File: src/design/grw_pkg.sv
// grw_pkg: types and constants shared by the grid reachability wave block.
// No dependencies.
`default_nettype none

package grw_pkg;

   localparam int COORD_W = 4;

   localparam logic FUNC_WRITE = 1'b0;
   localparam logic FUNC_QUERY = 1'b1;

   typedef struct packed {
      logic               func;
      logic [COORD_W-1:0] cell_x;
      logic [COORD_W-1:0] cell_y;
      logic               occupied;
      logic [COORD_W-1:0] src_x;
      logic [COORD_W-1:0] src_y;
      logic [COORD_W-1:0] dst_x;
      logic [COORD_W-1:0] dst_y;
   } req_type;

   typedef struct packed {
      logic reachable;
      logic target_blocked;
   } rsp_type;

   // Broadcast from the controller to every cell.
   typedef struct packed {
      logic               wr_en;
      logic [COORD_W-1:0] wr_x;
      logic [COORD_W-1:0] wr_y;
      logic               wr_occ;
      logic               seed;
      logic [COORD_W-1:0] src_x;
      logic [COORD_W-1:0] src_y;
      logic [COORD_W-1:0] dst_x;
      logic [COORD_W-1:0] dst_y;
      logic               step;
   } ctrl_type;

   // Per-cell status, also used for the registered row summaries.
   typedef struct packed {
      logic grew;
      logic hit;
      logic blocked;
   } flags_type;

   typedef enum logic {
      ST_IDLE,
      ST_WAVE
   } state_type;

endpackage

`default_nettype wire

File: src/design/grw_cell.sv
// grw_cell: one grid cell holding its occupancy and wave bits.
// Depends on grw_pkg.
`default_nettype none

module grw_cell
   import grw_pkg::*;
#(
   parameter int CX = 0,
   parameter int CY = 0
) (
   input  wire logic      clock,
   input  wire logic      reset,
   input  wire ctrl_type  ctrl,
   input  wire logic      left_reached,
   input  wire logic      right_reached,
   input  wire logic      up_reached,
   input  wire logic      down_reached,
   output      logic      reached,
   output      flags_type flags
);

   logic occ_ff, occ_in;
   logic reached_ff, reached_in;
   logic grew_ff, grew_in;
   logic is_dst_ff, is_dst_in;
   logic is_src, is_dst, is_wr, nb_any;

   assign is_wr  = ctrl.wr_en && (32'(ctrl.wr_x) == CX) && (32'(ctrl.wr_y) == CY);
   assign is_src = (32'(ctrl.src_x) == CX) && (32'(ctrl.src_y) == CY);
   assign is_dst = (32'(ctrl.dst_x) == CX) && (32'(ctrl.dst_y) == CY);
   assign nb_any = left_reached | right_reached | up_reached | down_reached;

   always_comb begin
      occ_in     = is_wr ? ctrl.wr_occ : occ_ff;
      reached_in = reached_ff;
      grew_in    = 1'b0;
      is_dst_in  = is_dst_ff;
      if (ctrl.seed) begin
         // source seeds the wave whatever its own occupancy
         reached_in = is_src;
         grew_in    = is_src;
         is_dst_in  = is_dst;
      end else if (ctrl.step) begin
         reached_in = reached_ff | (~occ_ff & nb_any);
         grew_in    = reached_in & ~reached_ff;
      end
   end

   always_ff @(posedge clock) begin
      if (reset) begin
         occ_ff     <= 1'b0;
         reached_ff <= 1'b0;
         grew_ff    <= 1'b0;
         is_dst_ff  <= 1'b0;
      end else begin
         occ_ff     <= occ_in;
         reached_ff <= reached_in;
         grew_ff    <= grew_in;
         is_dst_ff  <= is_dst_in;
      end
   end

   assign reached       = reached_ff;
   assign flags.grew    = grew_ff;
   assign flags.hit     = reached_ff & is_dst_ff;
   assign flags.blocked = occ_ff & is_dst_ff;

endmodule

`default_nettype wire

File: src/design/grw_row.sv
// grw_row: one row of cells with a registered OR summary of their flags.
// Depends on grw_pkg and grw_cell.
`default_nettype none

module grw_row
   import grw_pkg::*;
#(
   parameter int GRID_SIDE = 16,
   parameter int ROW       = 0
) (
   input  wire logic                 clock,
   input  wire logic                 reset,
   input  wire ctrl_type             ctrl,
   input  wire logic [GRID_SIDE-1:0] up_reached,
   input  wire logic [GRID_SIDE-1:0] down_reached,
   output      logic [GRID_SIDE-1:0] reached,
   output      flags_type            row_flags
);

   flags_type cell_flags [GRID_SIDE];
   flags_type row_flags_ff, row_flags_in;

   for (genvar x = 0; x < GRID_SIDE; x++) begin : g_cell
      logic left_nb, right_nb;
      if (x > 0) begin : g_l
         assign left_nb = reached[x-1];
      end else begin : g_l0
         assign left_nb = 1'b0;
      end
      if (x < GRID_SIDE - 1) begin : g_r
         assign right_nb = reached[x+1];
      end else begin : g_r0
         assign right_nb = 1'b0;
      end

      grw_cell #(
         .CX (x),
         .CY (ROW)
      ) u_cell (
         .clock         (clock),
         .reset         (reset),
         .ctrl          (ctrl),
         .left_reached  (left_nb),
         .right_reached (right_nb),
         .up_reached    (up_reached[x]),
         .down_reached  (down_reached[x]),
         .reached       (reached[x]),
         .flags         (cell_flags[x])
      );
   end

   always_comb begin
      row_flags_in = '0;
      for (int i = 0; i < GRID_SIDE; i++) begin
         row_flags_in = row_flags_in | cell_flags[i];
      end
   end

   always_ff @(posedge clock) begin
      if (reset) begin
         row_flags_ff <= '0;
      end else begin
         row_flags_ff <= row_flags_in;
      end
   end

   assign row_flags = row_flags_ff;

endmodule

`default_nettype wire

File: config.mk
export PLATFORM = sky130hd
export DESIGN_NAME = grw_row
export DESIGN_NICKNAME = d
export VERILOG_FILES = /design/src/design/grw_pkg.sv /design/src/design/grw_cell.sv /design/src/design/grw_row.sv
export SDC_FILE = /design/constraint.sdc
export NUM_CORES = 1
export LEC_CHECK = 0
export BUFFER_PORTS_ARGS = -buffer_cell sky130_fd_sc_hd__clkbuf_2
export CORE_MARGIN = 3
export CORE_UTILIZATION = 40
export CTS_BUF_LIST = sky130_fd_sc_hd__clkbuf_2 sky130_fd_sc_hd__clkbuf_4 sky130_fd_sc_hd__clkbuf_8
export DETAILED_ROUTE_END_ITERATION = 8
export GPL_TIMING_DRIVEN = 0
export HOLD_SLACK_MARGIN = 0.12
export PLACE_DENSITY = 0.58
export SLEW_MARGIN = 15
export SYNTH_ARGS = -nofsm -noshare
export SYNTH_HDL_FRONTEND = slang
export SYNTH_HIERARCHICAL = 1
export SYNTH_SLANG_ARGS = --single-unit
File: constraint.sdc
create_clock -name clock -period 2.25 [get_ports clock]
set_input_delay 0.3375 -clock clock [delete_from_list [all_inputs] [get_ports clock]]
set_output_delay 0.3375 -clock clock [all_outputs]
set_load 0.01 [all_outputs]
# ---- After elaboration in Yosys (flattened, before gate mapping)
# Index checks and enable logic that the tools add are counted.
dict set report word_totals {
  reg_bits 67
  inputBits 62
}
dict set report op_classes {
  n_eq_ne 45
  n_mux 64
  n_bitwise 173
  reduce_logical 71
}
# cell n
set ops {}
lappend ops {{equality test 4 bit (second input constant)} 24}
lappend ops {{bitwise AND 1 bit} 64}
lappend ops {{logical AND 1 bit} 64}
lappend ops {{2-to-1 mux 1 bit} 64}
lappend ops {{bitwise OR 1 bit} 62}
lappend ops {{equality test 4 x 3 -> 1 bit (second input constant)} 12}
lappend ops {{bitwise OR 3 bit} 15}
lappend ops {{inverter 1 bit} 32}
lappend ops {{equality test 4 x 2 -> 1 bit (second input constant)} 6}
lappend ops {{zero test 4 bit} 6}
lappend ops {{equality test 4 x 1 -> 1 bit (second input constant)} 3}
lappend ops {{nonzero test 2 bit} 1}

# ---- Longest topological paths before layout
# Gate-level depths: netlist of the first run.
dict set report depth {
  word_depth 16
  depth_mapped 3
  mapped_depth_nobuf 3
}

# ---- By module
# The synthesis of the first run kept the hierarchy.
# mod n_inst cells_per_inst area_per_inst_um2
set modules_own_cells {}
lappend modules_own_cells {{grw_cell (g_cell[10].u_cell ...)} 4 30 272.8}
lappend modules_own_cells {{grw_cell (g_cell[11].u_cell ...)} 4 31 267.8}
lappend modules_own_cells {{grw_cell (g_cell[13].u_cell ...)} 2 30 267.8}
lappend modules_own_cells {{grw_cell (g_cell[1].u_cell ...)} 2 31 261.5}
lappend modules_own_cells {grw_row 1 35 285.3}
lappend modules_own_cells {{grw_cell (g_cell[12].u_cell)} 1 30 264.0}
lappend modules_own_cells {{grw_cell (g_cell[3].u_cell)} 1 30 257.7}
lappend modules_own_cells {{grw_cell (g_cell[15].u_cell)} 1 30 250.2}
lappend modules_own_cells {{grw_cell (g_cell[0].u_cell)} 1 31 245.2}

# ---- Worst setup path before layout of the first run
# No wires, ideal clock.
dict set report synth_timing {
  path_type {input -> register}
  from {input ctrl[16] (netlist bit)}
  to {register g_cell[2].u_cell.reached_ff}
  setup_ns 0.088
  arrival_time_ns 1.514
  t_required_ns 2.162
  slack_ns 0.648
  path_stages 3
  cell_sequence {or4_1 -> or4_4 -> o32ai_2}
}
dict set report synth_via {
  elab_chain_cells 3
}
# element line_no
set synth_rtl {}
lappend synth_rtl {{from (decl)} grw_row.sv:13} ;# input wire ctrl_type ctrl,
lappend synth_rtl {{equality test 4 x 2 -> 1 bit} grw_cell.sv:29} ;# assign is_src = (32'(ctrl.src_x) == CX) && (32'(ctrl.src_y) == CY);
lappend synth_rtl {{logical AND 1 bit} grw_cell.sv:29}
lappend synth_rtl {{2-to-1 mux 1 bit} grw_cell.sv:38} ;# if (ctrl.seed) begin
lappend synth_rtl {{to (signal assigned)} grw_cell.sv:57} ;# reached_ff <= reached_in;
lappend synth_rtl {{to (decl)} grw_cell.sv:23} ;# logic reached_ff, reached_in;
# Every way passes these cells.
# A chain may end at the register's enable or synchronous reset.

# ---- Worst setup path in the final report of the first run
# Same ends and word-level chain as after synthesis.

==> flow_summary_export.csv, run 1 <==
group,metric,value,unit
global_route,use_met2,0.3274,
timing,slew_violations,0,
floorplan,die_x,112.3,um
worst_setup_path,path_delay_family,"simple AND/OR/NAND/NOR gates",
timing,fin_crit,1.585,ns
final_layout,syn_to_final_growth,18.87,%
floorplan,initial_core_util,0.4136,
timing,setup_ws,0.6649,ns
floorplan,core_area,10940,sq um
run,drv_cap,0,
power_and_ir_drop,irDropWorstVdd,0.0003120,V
global_route,grt.overflow.total,0,
power_and_ir_drop,powerDensity,534.0,nW/um^2
place,preCtsSetupSlack,0.3262,ns
power_and_ir_drop,p_sw,0.0008080,W
power_and_ir_drop,leakagePower,1.954,nW
power_and_ir_drop,power.share.switching,0.2814,
yosys,yosysSeqAreaShare,0.2965,
final_layout,layout_commonest_cell,"clkbuf_2",
global_route,busiest_layer,"met2",
power_and_ir_drop,p_int,0.002063,W
timing,tightest_slew,0.7484,ns
timing,hold_viol,0,
final_layout,drive_gt1_frac,0.2625,
global_route,grt_util_met3,0.04367,
final_layout,fill_cells,1080,
timing,skew,0.01325,ns
worst_hold_path,min_path_type,"in -> reg",
final_layout,layout_common_cells,"clkbuf_2, dfxtp_1, a21oi_1",
power_and_ir_drop,pwr-share-clk,0.393,
route,drc,0,
yosys,syn_inst,522,
timing,setup_viol,0,
yosys,synth_seq_cells,67,
floorplan,row_count,38,
yosys,synth_cell_types,33,
timing,min_period_over_period,0.7045,
timing,max_clock_freq,630.9,MHz
global_route,grt_max_degree,91,
clock_network,cts-root-buf,"clkbuf_8",
floorplan,design.die.area,12620,sq um
worst_setup_path,critical_path_class,"in -> reg",
global_route,grt_usage,0.2035,
route,ant_nets,0,
global_route,grt_pass1_vias,4151,
global_route,antenna_found_initial,0,
clock_network,clk_latency,0.35,ns
floorplan,ioPinCount,81,
final_layout,stdcell_count,761,
worst_setup_path,crit_required,2.50,ns
worst_setup_path,worstPathCellList,"clkbuf_2 > or4_1 > or4_4 > o32ai_2",
route,vias,4397,
clock_network,cts_tree,"yes",
final_layout,post-route-util,0.4916,
yosys,synth.top_cell.area_share,0.2965,
power_and_ir_drop,power_frac_comb,0.169,
clock_network,htree_levels,3,
worst_setup_path,crit_buf_inv,1,
final_layout,multi_input_area,2885,sq um
worst_setup_path,path_max_fanout,16,
yosys,ys_top_cells_by_area,"dfxtp_1, nand2b_1, nor4_1",
yosys,yosys_warnings,6,
timing,rsz0062_at_grt,"no",
route,dr.pass1.iters,4,
power_and_ir_drop,total_power,0.002871,W
timing,max-slew-margin-rel,0.5011,
place,placedCellCount,745,
clock_network,clk_pin_slew,0.07,ns
route,wire_per_inst,17.01,um
clock_network,clk_path_buf_depth,2,
global_route,grt_pass1_wl,21110,um
yosys,avgSynthCellArea,8.665,sq um
clock_network,post_cts_resize_count,0,
route,drt_wl_total,12940,um
route,drtIter0Drc,332,
worst_setup_path,cp.arrival,1.84,ns
final_layout,layout.nets,678,
clock_network,post-cts-setup-buffers,0,
worst_setup_path,cp-start-kind,"input port",
worst_setup_path,slowest_delay,0.56,ns
final_layout,final-seq-area,1341,sq um
clock_network,postCtsHoldBufs,0,
clock_network,cts_made_buffers,9,
global_route,met1_usage,0.2815,
power_and_ir_drop,seqPwrFrac,0.438,
floorplan,die_h,112.3,um
yosys,synth.cell_area,4523,sq um
place,portBuffers,80,
route,routed_via_density,5.778,
run_status,outcome,"completed",
place,place_hpwl,8784,um
worst_setup_path,crit_path_end_kind,"register",
place,place_congestion,0.7976,
clock_network,clock-sinks,67,
worst_setup_path,cpMaxStageDelayCell,"or4_1",
yosys,yosys.area.top_type,"dfxtp_1",
final_layout,insertedDiodeCount,0,
-- logic make-up (layout without fill, tap and decap cells) --
logic type	count (synthesis)	after routing	synth area share
AND/OR/NAND/NOR	322	322	0.5035
AO/OA/AOI/OAI	69	69	0.09959
flip-flops	67	67	0.2965
buffers and inverters	48	146	0.06639
multiplexers	15	15	0.03319
other	1	2	0.0008291
-- sequential cells by signal, indices dropped and copies added, names as in the netlist --
name	cells
g_cell.u_cell/grew_ff	16
row_flags	3
g_cell.u_cell/reached	16
g_cell.u_cell/is_dst_ff	16
g_cell.u_cell/occ_ff	16
-- synthesized netlist by cell type, drive strengths merged --
cell type,instances
dfxtp,67
o32ai,16
nor3b,3
nor3,16
conb,1
nor2,27
nand4b,6
nor4bb,6
and4b,4
or3,16
inv,16
buf,32
nand4,28
or4,27
and4,1
nand3,20
and2,32
nor4b,8
or4b,6
a21oi,49
a41oi,3
nand3b,8
a31o,1
nand2,4
and3,4
and3b,6
nand2b,46
mux2i,15
nor4,54
-- stage by stage --
| step | cell area (sq um) | hold slack [ns] | setup TNS [ns] |
|---|---|---|---|
| 3_5_place_dp | 5155 | 0.4694 | 0 |
| 3_3_place_gp | 5102 | 0.4689 | -1.441 |
| 2_1_floorplan | 4527 | 0.4066 | 0 |
| 6_report | 5376 | 0.3918 | 0 |
| 5_1_grt | 5376 | 0.3941 | 0 |
| 4_1_cts | 5376 | 0.3729 | 0 |
-- metal layers --
| metal | part of all wire | vias to the layer above |
|---|---|---|
| met5 | 0 | - |
| met4 | 0.011 | 0 |
| met3 | 0.053 | 9 |
| met2 | 0.47 | 126 |
| met1 | 0.46 | 2056 |
| li1 | - | 2206 |
-- final timing paths --
check | start | end | slack, ns | cells after the start
worst max-delay path | ctrl[16] | g_cell[2].u_cell/reached | 0.66 | 4
worst min-delay path | down_reached[0] | g_cell[0].u_cell/reached | 0.39 | 4
worst max register to register | g_cell[4].u_cell/reached | row_flags[1] | 0.81 | 3
worst min register to register | g_cell[2].u_cell/is_dst_ff | g_cell[2].u_cell/is_dst_ff | 0.48 | 2
-- layout make-up --
cell class	count	area share
Buffer	32	0.04468
Clock buffer	10	0.02444
Clock inverter	6	0.01676
Inverter	16	0.01117
Multi-Input combinational cell	408	0.5367
Sequential cell	67	0.2495
Tap cell	140	0.03258
Timing Repair Buffer	82	0.08424
-- power by group through the flow --
stage	Combinational (W)	Sequential, W	Clock (W)
after global placement	0.000461	0.00129	0
after CTS	0.000484	0.00126	0.00116
after global routing	0.000534	0.00126	0.00120
after detailed placement	0.000482	0.00129	0
final	0.000486	0.00126	0.00113
after floorplan	0.000225	0.00127	0
-- tightest hold or removal path, delay by kind of cell --
family	cells	cell delay, ns
and+or+nand+nor	1	0.11
buffers and inverters	1	0.08
AOI/OAI and AO/OA	2	0.15
Power figures use the tool's default switching activity.
==> run 2: changes to the inputs <==
--- a/config.mk
+++ b/config.mk
@@ -5,6 +5,7 @@
 export SDC_FILE = /design/constraint.sdc
 export NUM_CORES = 1
 export LEC_CHECK = 0
+export ABC_AREA = 1
 export BUFFER_PORTS_ARGS = -buffer_cell sky130_fd_sc_hd__clkbuf_2
 export CORE_MARGIN = 3
 export CORE_UTILIZATION = 40
==> constraint.sdc (replaced) <==
create_clock -name clock -period 1.57 [get_ports clock]
set_input_delay 0.2355 -clock clock [delete_from_list [all_inputs] [get_ports clock]]
set_output_delay 0.2355 -clock clock [all_outputs]
set_load 0.01 [all_outputs]
==> flow_summary_export.csv, run 2 <==
group,metric,value,unit
worst_hold_path,hold_path_depth,7,
yosys,synth_enable_flop_cells,0,
final_layout,layout_commonest_cell,"nor2_1",
place,place_hpwl,10950,um
global_route,grt.overflow.total,0,
worst_hold_path,worstHoldStart,"down_reached[13]",
route,routed_via_density,4.591,
yosys,synth_cell_types,28,
floorplan,core_area,12820,sq um
yosys,yosysSeqAreaShare,0.2516,
global_route,grt_max_degree,43,
power_and_ir_drop,leakagePower,3.614,nW
worst_setup_path,crit_required,1.33,ns
clock_network,post-cts-setup-buffers,0,
timing,fin_crit,1.405,ns
floorplan,die_x,121.4,um
timing,slew_violations,0,
worst_setup_path,crit_path_end_kind,"output pin",
yosys,yosys_warnings,6,
yosys,post-synth-top-count-cell,"nor2_1",
worst_setup_path,rr_endpoint,"row_flags[1]",
clock_network,htree_levels,3,
worst_hold_path,hold_path_end,"g_cell[13].u_cell/reached",
clock_network,clk_path_buf_depth,2,
yosys,synth.cell_area,5330,sq um
route,vias,5807,
final_layout,layout_common_cells,"nor2_1, nand2_1, inv_1",
clock_network,post_cts_resize_count,0,
final_layout,post-route-util,0.4800,
worst_setup_path,critical_path_class,"reg -> out",
yosys,ys_async_sr_fraction,0,
yosys,avgSynthCellArea,5.357,sq um
run_status,outcome,"completed",
worst_setup_path,path_max_fanout,6,
yosys,synth_common_cells,"nor2_1, nand2_1, inv_1",
clock_network,cts_made_buffers,9,
clock_network,clk_pin_slew,0.07,ns
yosys,synth_seq_cells,67,
yosys,synth.top_cell.area_share,0.2516,
timing,skew,0.006567,ns
timing,hold_viol,0,
route,drc,0,
clock_network,cts-root-buf,"clkbuf_8",
worst_setup_path,reg2reg_depth,6,
worst_setup_path,reg2reg_from,"g_cell[9].u_cell/reached",
floorplan,die_h,121.4,um
timing,max-slew-margin-rel,0.3451,
route,drt_wl_total,15680,um
final_layout,insertedDiodeCount,0,
global_route,grt_pass1_wl,25510,um
floorplan,row_count,41,
global_route,antenna_found_initial,0,
timing,setup_tns,0,ns
yosys,ys_top_cells_by_area,"dfxtp_1, nor2_1, nand2_1",
worst_setup_path,cp.arrival,1.17,ns
global_route,grt_pass1_vias,4954,
worst_setup_path,cp-start-kind,"register",
timing,hold_ws,0.2706,ns
power_and_ir_drop,powerDensity,670.4,nW/um^2
timing,max_clock_freq,711.8,MHz
place,portBuffers,80,
final_layout,drive_gt1_frac,0.1446,
final_layout,layout.nets,1150,
clock_network,cts_tree,"yes",
yosys,synth_ff_type,"dfxtp_1",
floorplan,design.die.area,14750,sq um
timing,tightest_slew,0.9824,ns
floorplan,initial_core_util,0.4156,
final_layout,syn_to_final_growth,15.49,%
route,dr.pass1.iters,5,
floorplan,ioPinCount,81,
power_and_ir_drop,irDropWorstVdd,0.0002890,V
place,preCtsSetupSlack,-0.07192,ns
route,ant_nets,0,
timing,setup_ws,0.1652,ns
yosys,yosys.area.top_type,"dfxtp_1",
global_route,grt_usage,0.2175,
place,place_congestion,0.7867,
timing,min_period_over_period,0.8948,
route,drtIter0Drc,432,
worst_hold_path,min_path_type,"in -> reg",
clock_network,clk_latency,0.36,ns
clock_network,clock-sinks,67,
worst_setup_path,ff2ff_setup_slack,0.43,ns
timing,setup_viol,0,
route,wire_per_inst,12.40,um
run,drv_cap,0,
clock_network,postCtsHoldBufs,0,
yosys,syn_inst,995,
timing,rsz0062_at_grt,"no",
==> run 2: critical path: stages (launching register included) <==
cell and delay, ns:
dfxtp_1 0.52, buf_4 0.17, clkbuf_2 0.12
==> run 2: worst max-delay path by stage <==
stage | startpoint | end | slack, ns | cells after the start
after floorplan | g_cell[5].u_cell/reached | g_cell[4].u_cell/reached | 0.73 | 5
after global placement | ctrl[17] | g_cell[11].u_cell/reached | -0.58 | 7
after detailed placement | reset | g_cell[15].u_cell/reached | -0.07 | 6
after CTS | g_cell[9].u_cell/reached | reached[9] | 0.15 | 2
after global routing | g_cell[9].u_cell/reached | reached[9] | 0.11 | 2
final | g_cell[9].u_cell/reached | reached[9] | 0.17 | 2
==> run 2: power by group <==
group / switching (W) / internal (W) / leakage [nW]
clock network: 0.000684 / 0.000709 / 0.101
registers: 0.0000616 / 0.00176 / 0.547
logic: 0.000578 / 0.000336 / 2.97
total: 0.00132 / 0.00280 / 3.61
==> run 2: cells by family after synthesis <==
group / Yosys count / share of synthesized area
DFF: 67 / 0.2516
other: 1 / 0.0007035
AOI/OAI and AO/OA: 72 / 0.07512
and+or+nand+nor: 634 / 0.4944
buffers and inverters: 221 / 0.1782
==> run 2: layer usage <==
metal / global-route usage / wire (um) / share of wire
met2: 0.3247 / 6713 / 0.43
met5: 0 / 0 / 0
met3: 0.02331 / 722 / 0.046
met4: 0.06303 / 196 / 0.012
met1: 0.3284 / 8049 / 0.51
==> run 2: area by class of cell <==
type	count	area (sq um)
sequential	67	1341
clock inverter	2	10.01
timing repair buffer	81	422.9
inverter	189	709.4
clock buffer	14	173.9
tap	172	215.2
multi-input combinational	708	3043
buffer	32	240.2
fill	1439	6669
==> run 2: stage by stage <==
step / instances / area [sq um] / total power (W)
2_1_floorplan: 996 / 5334 / 0.002340
3_3_place_gp: 1248 / 5949 / 0.002766
3_5_place_dp: 1249 / 5972 / 0.002775
4_1_cts: 1265 / 6156 / 0.004181
5_1_grt: 1265 / 6156 / 0.004383
6_report: 1265 / 6156 / 0.004127
